==> src/rtl/bcc_pkg.sv <==
package bcc_pkg;

  // Stream and configuration port widths.
  localparam int InDataW  = 72;
  localparam int OutDataW = 40;
  localparam int CfgIdxW  = 8;
  localparam int GainW    = 32;

  // Input field positions inside s_tdata.
  localparam int EncW    = 16;
  localparam int PitchW  = 17;
  localparam int RateW   = 16;
  localparam int EncLLsb = 0;
  localparam int EncRLsb = 16;
  localparam int PitchLsb = 32;
  localparam int RateLsb = 49;

  // Datapath widths.
  localparam int ErrW   = 17;
  localparam int FiltW  = 18;
  localparam int IntegW = 15;
  localparam int SumW   = 22;
  localparam int AbsW   = 21;
  localparam int MulAW  = 33;
  localparam int MulBW  = 25;
  localparam int ProdW  = 58;
  localparam int AccW   = 60;
  localparam int SpeedW = 16;
  localparam int DriveW = 11;
  localparam int MagW   = 10;
  localparam int DriveAW = 11;

  // Divide by ten as a multiply by ceil(2^24 / 10) and a shift.
  localparam int DivShift = 24;
  localparam logic [MulAW-1:0] DivMagic = MulAW'(1677722);

  // Q.24 and Q.32 fraction widths of the two loops.
  localparam int SpeedFrac = 24;
  localparam int DriveFrac = 32;

  localparam int IntegLimit = 10000;
  localparam int SpeedMax   = 32767;
  localparam int SpeedMin   = -32768;
  localparam int DriveLimit = 1000;

  // Register indexes of the configuration port.
  localparam logic [CfgIdxW-1:0] RegUprightKp = CfgIdxW'(0);
  localparam logic [CfgIdxW-1:0] RegUprightKd = CfgIdxW'(1);
  localparam logic [CfgIdxW-1:0] RegSpeedKp   = CfgIdxW'(2);
  localparam logic [CfgIdxW-1:0] RegSpeedKi   = CfgIdxW'(3);

  localparam logic [GainW-1:0] UprightKpReset = 32'd1056964608;
  localparam logic [GainW-1:0] UprightKdReset = 32'd4026532;
  localparam logic [GainW-1:0] SpeedKpReset   = 32'd922747;
  localparam logic [GainW-1:0] SpeedKiReset   = 32'd4614;

  typedef enum logic [3:0] {
    ST_IDLE,
    ST_PREP,
    ST_DIV,
    ST_UPDATE,
    ST_MUL_SKP,
    ST_MUL_SKI,
    ST_SUM_SPEED,
    ST_SAT_SPEED,
    ST_MUL_UKP,
    ST_MUL_UKD,
    ST_SUM_UP,
    ST_SAT_DRIVE,
    ST_OUT
  } state_t;

  // One strobe per datapath step.
  typedef struct packed {
    logic load_in;
    logic prep;
    logic mul_div;
    logic upd_state;
    logic mul_skp;
    logic mul_ski;
    logic sum_speed;
    logic sat_speed;
    logic mul_ukp;
    logic mul_ukd;
    logic sum_up;
    logic sat_drive;
    logic load_out;
  } cmd_t;

endpackage

==> src/rtl/balance_cascade_controller_core.sv <==
// m_tvalid is registered; it rises as the sequencer leaves ST_OUT, which waits for a free output register.
// One item at a time; the sequencer walks a single shared 33x25 multiplier.
// A result waiting in the output register does not stop the next item from being accepted.
// Reset (rst, synchronous, active high) restores the default gains, clears the speed
// filter and integrator state, and empties the output register.
module balance_cascade_controller_core
  import bcc_pkg::*;
(
  input  logic                clk,
  input  logic                rst,
  // Input items: enc_delta_left [15:0], enc_delta_right [31:16],
  // pitch_angle [48:32], pitch_rate [64:49], zero fill above.
  input  logic                s_tvalid,
  output logic                s_tready,
  input  logic [InDataW-1:0]  s_tdata,
  // Result items: motor_reverse [0], drive_a [11:1], drive_b [21:12],
  // drive_signed [32:22], zero fill above.
  output logic                m_tvalid,
  input  logic                m_tready,
  output logic [OutDataW-1:0] m_tdata,
  // Gain writes: index 0 upright_kp, 1 upright_kd, 2 speed_kp, 3 speed_ki.
  // Any other index is ignored. Writes are always taken.
  input  logic                cfg_valid,
  output logic                cfg_ready,
  input  logic [CfgIdxW-1:0]  cfg_index,
  input  logic [GainW-1:0]    cfg_data
);

  // The controller sequences one item at a time through these steps:
  // capture the item, form the filter numerator, divide by ten through the
  // multiplier, update the filter and clamped integrator, run the speed PI
  // as two products and a sum, saturate the speed output, run the upright PD
  // as two products and a sum, clamp the drive, and load the output register.
  cmd_t cmd;

  assign cfg_ready = 1'b1;

  bcc_ctrl u_ctrl (
    .clk      (clk),
    .rst      (rst),
    .s_tvalid (s_tvalid),
    .s_tready (s_tready),
    .m_tvalid (m_tvalid),
    .m_tready (m_tready),
    .cmd      (cmd)
  );

  // The datapath holds the gains, the loop state, the multiplier and the
  // output register.
  bcc_datapath u_dp (
    .clk       (clk),
    .rst       (rst),
    .cmd       (cmd),
    .s_tdata   (s_tdata),
    .cfg_valid (cfg_valid),
    .cfg_index (cfg_index),
    .cfg_data  (cfg_data),
    .m_tdata   (m_tdata)
  );

endmodule

==> src/rtl/bcc_ctrl.sv <==
module bcc_ctrl
  import bcc_pkg::*;
(
  input  logic clk,
  input  logic rst,
  input  logic s_tvalid,
  output logic s_tready,
  output logic m_tvalid,
  input  logic m_tready,
  output cmd_t cmd
);

  state_t state;
  state_t state_next;
  logic   out_free;

  assign out_free = !m_tvalid || m_tready;

  always_ff @(posedge clk) begin
    if (rst) begin
      state <= ST_IDLE;
    end else begin
      state <= state_next;
    end
  end

  always_ff @(posedge clk) begin
    if (rst) begin
      m_tvalid <= 1'b0;
    end else if (cmd.load_out) begin
      m_tvalid <= 1'b1;
    end else if (m_tready) begin
      m_tvalid <= 1'b0;
    end
  end

  always_comb begin
    state_next = state;
    unique case (state)
      ST_IDLE:      if (s_tvalid) state_next = ST_PREP;
      ST_PREP:      state_next = ST_DIV;
      ST_DIV:       state_next = ST_UPDATE;
      ST_UPDATE:    state_next = ST_MUL_SKP;
      ST_MUL_SKP:   state_next = ST_MUL_SKI;
      ST_MUL_SKI:   state_next = ST_SUM_SPEED;
      ST_SUM_SPEED: state_next = ST_SAT_SPEED;
      ST_SAT_SPEED: state_next = ST_MUL_UKP;
      ST_MUL_UKP:   state_next = ST_MUL_UKD;
      ST_MUL_UKD:   state_next = ST_SUM_UP;
      ST_SUM_UP:    state_next = ST_SAT_DRIVE;
      ST_SAT_DRIVE: state_next = ST_OUT;
      ST_OUT:       if (out_free) state_next = ST_IDLE;
      default:      state_next = ST_IDLE;
    endcase
  end

  always_comb begin
    cmd      = '0;
    s_tready = 1'b0;
    unique case (state)
      ST_IDLE: begin
        s_tready    = 1'b1;
        cmd.load_in = s_tvalid;
      end
      ST_PREP:      cmd.prep      = 1'b1;
      ST_DIV:       cmd.mul_div   = 1'b1;
      ST_UPDATE:    cmd.upd_state = 1'b1;
      ST_MUL_SKP:   cmd.mul_skp   = 1'b1;
      ST_MUL_SKI:   cmd.mul_ski   = 1'b1;
      ST_SUM_SPEED: cmd.sum_speed = 1'b1;
      ST_SAT_SPEED: cmd.sat_speed = 1'b1;
      ST_MUL_UKP:   cmd.mul_ukp   = 1'b1;
      ST_MUL_UKD:   cmd.mul_ukd   = 1'b1;
      ST_SUM_UP:    cmd.sum_up    = 1'b1;
      ST_SAT_DRIVE: cmd.sat_drive = 1'b1;
      ST_OUT:       cmd.load_out  = out_free;
      default:      cmd = '0;
    endcase
  end

endmodule

==> src/rtl/bcc_datapath.sv <==
module bcc_datapath
  import bcc_pkg::*;
(
  input  logic                clk,
  input  logic                rst,
  input  cmd_t                cmd,
  input  logic [InDataW-1:0]  s_tdata,
  input  logic                cfg_valid,
  input  logic [CfgIdxW-1:0]  cfg_index,
  input  logic [GainW-1:0]    cfg_data,
  output logic [OutDataW-1:0] m_tdata
);

  logic [GainW-1:0] upright_kp;
  logic [GainW-1:0] upright_kd;
  logic [GainW-1:0] speed_kp;
  logic [GainW-1:0] speed_ki;

  logic signed [EncW-1:0]   enc_left;
  logic signed [EncW-1:0]   enc_right;
  logic signed [PitchW-1:0] pitch;
  logic signed [RateW-1:0]  rate;

  logic signed [FiltW-1:0]  filtered_error;
  logic signed [IntegW-1:0] error_integral;

  logic                     sum_neg;
  logic [AbsW-1:0]          sum_abs;
  logic signed [ProdW-1:0]  prod;
  logic signed [AccW-1:0]   acc;
  logic signed [SpeedW-1:0] speed_out;
  logic signed [DriveW-1:0] drive;

  logic signed [ErrW-1:0]   err;
  logic signed [SumW-1:0]   sum;
  logic signed [FiltW-1:0]  quot;
  logic signed [FiltW-1:0]  filt_next;
  logic signed [FiltW:0]    integ_sum;
  logic signed [IntegW-1:0] integ_next;
  logic signed [MulAW-1:0]  mul_a;
  logic signed [MulBW-1:0]  mul_b;
  logic signed [MulBW-1:0]  diff;
  logic signed [AccW-1:0]   speed_biased;
  logic signed [AccW-SpeedFrac-1:0] speed_whole;
  logic signed [AccW-1:0]   drive_biased;
  logic signed [AccW-DriveFrac-1:0] drive_whole;
  logic [MagW-1:0]          mag;
  logic [MagW+2:0]          mag5;

  always_ff @(posedge clk) begin
    if (rst) begin
      upright_kp <= UprightKpReset;
      upright_kd <= UprightKdReset;
      speed_kp   <= SpeedKpReset;
      speed_ki   <= SpeedKiReset;
    end else if (cfg_valid) begin
      unique case (cfg_index)
        RegUprightKp: upright_kp <= cfg_data;
        RegUprightKd: upright_kd <= cfg_data;
        RegSpeedKp:   speed_kp   <= cfg_data;
        RegSpeedKi:   speed_ki   <= cfg_data;
        default:      ;
      endcase
    end
  end

  always_ff @(posedge clk) begin
    if (cmd.load_in) begin
      enc_left  <= s_tdata[EncLLsb +: EncW];
      enc_right <= s_tdata[EncRLsb +: EncW];
      pitch     <= s_tdata[PitchLsb +: PitchW];
      rate      <= s_tdata[RateLsb +: RateW];
    end
  end

  // Numerator of the low-pass filter, split into sign and magnitude so the
  // divide by ten can truncate toward zero.
  assign err = ErrW'(enc_left) + ErrW'(enc_right);
  assign sum = SumW'(3) * SumW'(err) + SumW'(7) * SumW'(filtered_error);

  always_ff @(posedge clk) begin
    if (cmd.prep) begin
      sum_neg <= sum[SumW-1];
      sum_abs <= sum[SumW-1] ? AbsW'(-sum) : AbsW'(sum);
    end
  end

  assign quot      = $signed(prod[DivShift +: FiltW]);
  assign filt_next = sum_neg ? -quot : quot;
  assign integ_sum = (FiltW+1)'(error_integral) + (FiltW+1)'(filt_next);

  always_comb begin
    if (integ_sum > IntegLimit) begin
      integ_next = IntegW'(IntegLimit);
    end else if (integ_sum < -IntegLimit) begin
      integ_next = IntegW'(-IntegLimit);
    end else begin
      integ_next = integ_sum[IntegW-1:0];
    end
  end

  always_ff @(posedge clk) begin
    if (rst) begin
      filtered_error <= '0;
      error_integral <= '0;
    end else if (cmd.upd_state) begin
      filtered_error <= filt_next;
      error_integral <= integ_next;
    end
  end

  // Shared signed multiplier; the unsigned gains enter with a zero sign bit.
  assign diff = MulBW'(pitch) - (MulBW'(speed_out) <<< 8);

  always_comb begin
    mul_a = $signed({1'b0, upright_kd});
    mul_b = MulBW'(rate);
    priority if (cmd.mul_div) begin
      mul_a = $signed(DivMagic);
      mul_b = $signed(MulBW'(sum_abs));
    end else if (cmd.mul_skp) begin
      mul_a = $signed({1'b0, speed_kp});
      mul_b = MulBW'(filtered_error);
    end else if (cmd.mul_ski) begin
      mul_a = $signed({1'b0, speed_ki});
      mul_b = MulBW'(error_integral);
    end else if (cmd.mul_ukp) begin
      mul_a = $signed({1'b0, upright_kp});
      mul_b = diff;
    end else begin
      mul_a = $signed({1'b0, upright_kd});
      mul_b = MulBW'(rate);
    end
  end

  always_ff @(posedge clk) begin
    if (cmd.mul_div || cmd.mul_skp || cmd.mul_ski || cmd.mul_ukp || cmd.mul_ukd) begin
      prod <= ProdW'(mul_a) * ProdW'(mul_b);
    end
  end

  always_ff @(posedge clk) begin
    if (cmd.mul_ski || cmd.mul_ukd) begin
      acc <= AccW'(prod);
    end else if (cmd.sum_speed) begin
      acc <= acc + AccW'(prod);
    end else if (cmd.sum_up) begin
      acc <= acc + (AccW'(prod) <<< 8);
    end
  end

  // Truncation toward zero: bias negative sums by one less than the scale.
  assign speed_biased = acc + (acc[AccW-1] ? AccW'((64'd1 << SpeedFrac) - 64'd1) : AccW'(0));
  assign speed_whole  = speed_biased[AccW-1:SpeedFrac];
  assign drive_biased = acc + (acc[AccW-1] ? AccW'((64'd1 << DriveFrac) - 64'd1) : AccW'(0));
  assign drive_whole  = drive_biased[AccW-1:DriveFrac];

  always_ff @(posedge clk) begin
    if (cmd.sat_speed) begin
      if (speed_whole > SpeedMax) begin
        speed_out <= SpeedW'(SpeedMax);
      end else if (speed_whole < SpeedMin) begin
        speed_out <= SpeedW'(SpeedMin);
      end else begin
        speed_out <= speed_whole[SpeedW-1:0];
      end
    end
  end

  always_ff @(posedge clk) begin
    if (cmd.sat_drive) begin
      if (drive_whole > DriveLimit) begin
        drive <= DriveW'(DriveLimit);
      end else if (drive_whole < -DriveLimit) begin
        drive <= DriveW'(-DriveLimit);
      end else begin
        drive <= drive_whole[DriveW-1:0];
      end
    end
  end

  assign mag  = drive[DriveW-1] ? MagW'(-drive) : MagW'(drive);
  assign mag5 = {1'b0, mag, 2'b00} + (MagW+3)'(mag);

  always_ff @(posedge clk) begin
    if (cmd.load_out) begin
      m_tdata <= OutDataW'({drive, mag, mag5[MagW+2:2], drive[DriveW-1]});
    end
  end

endmodule

==> config.mk <==
export PLATFORM = sky130hd
export DESIGN_NAME = balance_cascade_controller_core
export DESIGN_NICKNAME = d
export VERILOG_FILES = /design/src/rtl/bcc_pkg.sv /design/src/rtl/balance_cascade_controller_core.sv /design/src/rtl/bcc_ctrl.sv /design/src/rtl/bcc_datapath.sv
export SDC_FILE = /design/constraint.sdc
export NUM_CORES = 2
export LEC_CHECK = 0
export ABC_CLOCK_PERIOD_IN_PS = 28400
export BUFFER_PORTS_ARGS = -buffer_cell sky130_fd_sc_hd__buf_2
export CAP_MARGIN = 20
export CORE_MARGIN = 2
export CORE_UTILIZATION = 33
export DETAILED_ROUTE_END_ITERATION = 7
export PLACE_DENSITY_LB_ADDON = 0.2
export SLEW_MARGIN = 20
export SYNTH_ARGS = -nofsm -noshare
export SYNTH_HDL_FRONTEND = slang
export SYNTH_HIERARCHICAL = 1
export SYNTH_SLANG_ARGS = --single-unit
==> constraint.sdc <==
create_clock -name clk -period 28.4 [get_ports clk]
set_input_delay 4.26 -clock clk [delete_from_list [all_inputs] [get_ports clk]]
set_output_delay 4.26 -clock clk [all_outputs]
set_load 0.01 [all_outputs]
* Yosys cells after proc, flatten, opt, wreduce, memory -nomap -nowiden *
Cells that the tools add are included.

operators by class
  add/sub/neg operators = 12
  $mul = 3
  order comparisons = 6
  equality and inequality tests = 17
  mux-type cells = 39
  reduce and logical (&&, ||, !) cells = 17

operator list
  cell                   number
  $mux 60                3
  $add 60x60->60         2
  $mux 25                4
  $mux 33                3
  $mux 32                2
  $add 60x32->60         1
  $add 60x58->60         1
  $mul 33x25->58         1
  $pmux 4 s13            1
  $gt 36x16->1 const B   1
  $lt 36x16->1 const B   1
  $mux 15                2
  $gt 28x11->1 const B   1
  $lt 28x11->1 const B   1
  $sub 17x24->25         1
  $mux 24                1
  $add 20x22->22         1
  $mul 4x18->22 const A  1
  $mux 21                1
  $neg 21->21            1
  $eq 4x4->1 const B     5
  $mul 3x17->20 const A  1
  $add 15x18->19         1
  $gt 19x15->1 const B   1
  26 further kinds       56

word-level totals
  bits in registers = 431
  input bits = 117
  output and inout bits = 43
  word-level logic and storage cells = 114

* Logic depth before layout (Yosys ltp) *
  depth after elaboration = 7
  gate-level depth with buffers = 42
  depth with buffers taken out = 40

* Modules after synthesis *
The synthesis kept the hierarchy.

modules (own cells, without submodules)
  module                           instances  cells an instance  area an instance (µm²)  sequential area each (µm²)
  bcc_datapath                     1          6603               57174.8                 11120.7
  bcc_ctrl                         1          43                 371.6                   100.1
  balance_cascade_controller_core  1          2                  11.3                    0.0

* Least setup slack after synthesis *
No wires, ideal clock.

  kind = register to register
  start = reg u_dp.speed_out[1]
  end = reg u_dp.prod[54] (data pin)
  setup time = 0.138 ns
  arrival = 9.396 ns
  required time = 28.262 ns
  path slack = 18.866 ns
  cell stages (with the launch flop) = 37
  path buffers = 1
  clock period less this slack = 9.534 ns
  cell sequence = edfxtp_1 > inv_1 > ha_1 > nor2b_1 > o21ai_0 > a21boi_1 > o21ai_0 > a21oi_1 > o211a_1 > o21bai_1 > a31oi_1 > and4_1 > o31ai_1 > clkbuf_1 > nor2_1 > fa_1 > inv_1 > fa_1 > inv_1 > fa_1 > fa_1 > fa_1 > fa_1 > inv_1 > fa_1 > inv_1 > ha_1 > a21o_1 > a21oi_1 > o21ai_0 > a221oi_1 > o21ai_0 > a41oi_1 > o21ai_1 > a221o_1 > or4_1 > nand4_1

on the way
  longest elaborated chain between the ends = 6

ends and longest elaborated chain
  item                    RTL line             source
  start, declared         bcc_datapath.sv:31   logic signed [SpeedW-1:0] speed_out;
  start signal, assigned  bcc_datapath.sv:161  speed_out <= SpeedW'(SpeedMax);
  start signal, assigned  bcc_datapath.sv:163  speed_out <= SpeedW'(SpeedMin);
  start signal, assigned  bcc_datapath.sv:165  speed_out <= speed_whole[SpeedW-1:0];
  $sub 17x24->25          bcc_datapath.sv:113  assign diff = MulBW'(pitch) - (MulBW'(speed_out) <<< 8);
  $mux 25                 bcc_datapath.sv:127  end else if (cmd.mul_ukp) begin
  $mux 25                 bcc_datapath.sv:124  end else if (cmd.mul_ski) begin
  $mux 25                 bcc_datapath.sv:121  end else if (cmd.mul_skp) begin
  $mux 25                 bcc_datapath.sv:118  priority if (cmd.mul_div) begin
  $mul 33x25->58          bcc_datapath.sv:138  prod <= ProdW'(mul_a) * ProdW'(mul_b);
  end signal, assigned    bcc_datapath.sv:138
  end, declared           bcc_datapath.sv:29   logic signed [ProdW-1:0] prod;

Every way passes these cells.
A chain may end at the register's enable or synchronous reset.

==> impl_metrics.py <==
metrics = {
    "logic_synthesis": {
        "yosysWarnings": 6,
        "postSynthCellCount": 6648,
        "synth.top_cell.area_share_pct": 25.9,
        "muxShareOfSynthArea_pct": 1.14,
        "post_synth.cell_area_avg_sq_um": 8.66,
        "synth.cell_area_sq_mm": 0.0576,
        "netlist-cell-type-count": 106,
        "netlist.top_cell.by_area": "sky130_fd_sc_hd__fa_1",
        "synth_sequential_area_ratio_pct": 19.5,
        "ys_top_cells_by_area": "sky130_fd_sc_hd__fa_1 26%, sky130_fd_sc_hd__edfxtp_1 14%, sky130_fd_sc_hd__ha_1 11%, sky130_fd_sc_hd__nand2_1 6.3%, sky130_fd_sc_hd__dfxtp_1 5.8%",
        "most_instantiated_flip_flop_cell_in_the_synthesis_netlist": "sky130_fd_sc_hd__edfxtp_1",
        "post_synth_most_frequent_cells": "962 x sky130_fd_sc_hd__nand2_1, 860 x sky130_fd_sc_hd__inv_1, 746 x sky130_fd_sc_hd__fa_1",
        "synth_compound_area_share_pct": 13.7,
        "synth_enable_flop_cells": 263,
        "synth_most_common_cell": "sky130_fd_sc_hd__nand2_1",
        "synthXorXnorAreaFrac_pct": 4.22,
        "async_flop_share_pct": 0,
        "yosys_register_bits": 429,
        "synth_top_family_by_area": "adder cells",
        "yosys.area_share.adder_pct": 36.6,
        "synth-simple-area-share_pct": 17.0,
    },
    "cts": {
        "skew_pair_late_insertion_delay_ps": 670,
        "cts_hold_buffers": 0,
        "cts-htree-levels": 2,
        "postCtsResizedCells": 0,
        "clk_root_buffer_cell": "sky130_fd_sc_hd__clkbuf_16",
        "cts.path.max_buffers": 3,
        "post-cts-setup-buffers": 0,
        "cts_buffer_count": 51,
        "cts_tree": "built",
        "cts.sinks": 429,
        "worst_setup_hold_path_clk_slew_ps": 60,
    },
    "timing": {
        "timing_hold_violations_final": 0,
        "setup_repair_after_global_routing_missed_its_margin": "no",
        "achievable-frequency_mhz": 82.6,
        "worst_slew_pin_slew_ps": 1120,
        "setup_tns_ps": 0,
        "setup_violations": 0,
        "postLayoutSetupSlackWorst_ps": 16290,
        "period_share_pct": 42.6,
        "pins_over_slew_limit": 0,
        "finalClockSkew_ps": 48.8,
        "slew_headroom_pct": 25.4,
        "post-route-min-period_ps": 12110,
    },
    "setup_path": {
        "r2r_setup_slack_ps": 16290,
        "timing.critical_path.from_type": "flip-flop",
        "critPathMostFrequentCell": "sky130_fd_sc_hd__fa_1",
        "critPathMaxFanout": 45,
        "cp.required_ps": 28810,
        "worst_setup_path_end_kind": "flip-flop",
        "timing.critical_path.slowest_stage_cell": "sky130_fd_sc_hd__nand2_1",
        "critPathArrivalTime_ps": 12520,
        "path_class": "flip-flop to flip-flop",
        "peak_per_stage_delay_on_the_critical_path_ps": 860,
    },
    "place": {
        "post-dp-hpwl_um": 157000,
        "final_estimated_routing_congestion_in_global_placement": 0.938,
        "io_buffer_count": 144,
        "place_worst_setup_slack_ps": 16310,
        "detailed_place.area_sq_mm": 0.0609,
        "place.detailed.instances": 8892,
    },
    "layout": {
        "cell_count_final_fillers_out": 8988,
        "layout-drive-gt1-share_pct": 6.92,
        "final_nets": 7971,
        "fill_cells": 18000,
        "final_area_sq_mm": 0.0626,
        "area.growth.synth_to_final_pct": 8.83,
    },
    "floorplanning": {
        "rows": 153,
        "chip_height_um": 422,
        "die_width_um": 422,
        "design.portCount": 160,
        "fp.dieArea_sq_mm": 0.178,
        "starting_utilization_of_the_core_area_pct": 33.1,
        "core_area_sq_mm": 0.174,
    },
    "detailed_routing": {
        "first_iter_violations": 3606,
        "dr_total_vias": 47600,
        "detailedRoute.firstPassIterationCount": 6,
        "finalWirelength_um": 201000,
        "drt_via_density": 5.30,
        "drt_drc": 0,
        "final_antenna_net_count": 0,
        "detail_route.wl_per_cell_um": 22.4,
    },
    "global_route": {
        "gr-usage-met1_pct": 30.5,
        "first_global_vias": 48200,
        "number_of_antenna_violations_at_the_first_check_in_global_routing": 6,
        "largest_net_degree_at_the_start_of_global_routing": 102,
        "gr-usage-all-layers_pct": 22.4,
        "groute.layer.met2.usage_pct": 36.4,
        "grt-busiest-layer": "met2",
        "grt_first_pass_wirelength_um": 304000,
        "global_route.usage.met3_pct": 3.20,
        "leftover_overflow_at_the_end_of_global_routing": 0,
    },
    "run": {
        "drv.max_cap_violation_count": 0,
    },
    "worst_hold_path": {
        "holdCritPathClass": "flip-flop to flip-flop",
    },
    "status": {
        "run_status": "completed",
    },
}
-- worst max-delay path: cells and delay by family, from the launching register on --
| family | cells | cell delay, ps |
|---|---|---|
| AOI/OAI and AO/OA | 7 | 2680 |
| xor gates and xnor gates | 1 | 140 |
| adders and majority gates | 8 | 4160 |
| buffers and inverters | 4 | 1160 |
| DFF | 1 | 640 |
| and+or+nand+nor | 11 | 2980 |
-- sequential cells by signal, summed over array words and instances (netlist names), 17 cells and up --
signal	cells
u_dp/speed_ki	32
u_dp/acc	60
u_dp/upright_kd	32
u_dp/sum_abs	21
u_dp/prod	58
u_dp/upright_kp	32
u_dp/filtered_error	18
u_dp/speed_kp	32
u_dp/pitch	17
u_dp/m_tdata	31
-- path summary, 6_finish.rpt --
check                 endpoint              start  cells after the start
max              u_dp/prod[57]    u_ctrl/state[0]                     31
min          u_dp/speed_kp[31]  u_dp/speed_kp[31]                      2
min reg2reg  u_dp/speed_kp[31]  u_dp/speed_kp[31]                      2
max reg2reg      u_dp/prod[57]    u_ctrl/state[0]                     31
-- metal layers --
metal / up-vias / wire, um
li1: 22000 / -
met1: 24000 / 90000
met2: 1422 / 92000
met3: 278 / 11800
met4: 2 / 7140
met5: - / 13
-- cell type report --
| type | instances | area [sq um] | area share, % |
|---|---|---|---|
| inverter | 863 | 3240 | 5.17 |
| multi-input combinational | 5037 | 42100 | 67.1 |
| sequential | 429 | 11200 | 17.9 |
| clock inverter | 32 | 429 | 0.685 |
| tap | 2325 | 2910 | 4.64 |
| timing repair buffer | 238 | 1430 | 2.28 |
| antenna | 1 | 2.50 | 0.00399 |
| clock buffer | 63 | 1350 | 2.16 |
-- layout by cell type (no fill, tap or decap), types with 32 or more instances in the layout --
cell type | netlist | routed
sky130_fd_sc_hd__xnor2_1 | 173 | 172
sky130_fd_sc_hd__nand3_1 | 102 | 101
sky130_fd_sc_hd__or2_2 | 35 | 35
sky130_fd_sc_hd__clkbuf_16 | 0 | 51
sky130_fd_sc_hd__inv_1 | 860 | 859
sky130_fd_sc_hd__edfxtp_1 | 263 | 263
sky130_fd_sc_hd__and3_1 | 33 | 32
sky130_fd_sc_hd__a21o_1 | 133 | 132
sky130_fd_sc_hd__nand3b_1 | 42 | 42
sky130_fd_sc_hd__nand2b_1 | 49 | 49
sky130_fd_sc_hd__o21ai_1 | 35 | 33
sky130_fd_sc_hd__nand4_1 | 54 | 54
sky130_fd_sc_hd__mux2i_1 | 55 | 53
sky130_fd_sc_hd__and2_1 | 68 | 68
sky130_fd_sc_hd__xor2_1 | 104 | 104
sky130_fd_sc_hd__buf_4 | 14 | 95
sky130_fd_sc_hd__o21ai_0 | 193 | 192
sky130_fd_sc_hd__fa_1 | 746 | 746
sky130_fd_sc_hd__dfxtp_1 | 166 | 166
sky130_fd_sc_hd__nor3_1 | 133 | 128
sky130_fd_sc_hd__a21oi_1 | 503 | 493
sky130_fd_sc_hd__nor2_1 | 588 | 575
sky130_fd_sc_hd__a211oi_1 | 40 | 40
sky130_fd_sc_hd__nand2_1 | 962 | 962
sky130_fd_sc_hd__ha_1 | 488 | 488
sky130_fd_sc_hd__o21a_1 | 51 | 51
sky130_fd_sc_hd__buf_2 | 7 | 143
sky130_fd_sc_hd__a31oi_1 | 38 | 38
-- cells by family (layout without fill, tap and decap cells) --
group | count (synthesis) | after routing
XOR/XNOR | 277 | 277
AO/OA/AOI/OAI | 1255 | 1255
multiplexers | 64 | 64
other | 2 | 9
AND/OR/NAND/NOR | 2199 | 2199
buffers and inverters | 1188 | 1196
adder cells (fa/ha/maj) | 1234 | 1234
flip-flops | 429 | 429
-- through the flow --
| stage | utilization [%] | hold WS, ps |
|---|---|---|
| finish | 36.1 | 448 |
| global route | 36.1 | 469 |
| CTS | 36.1 | 452 |
| detailed placement | 35.0 | 443 |
| global placement | 35.0 | 438 |
| floorplan | - | 424 |
Power is not shown: default switching activity piles up to over one toggle a cycle in this logic, so the estimate is an artifact.
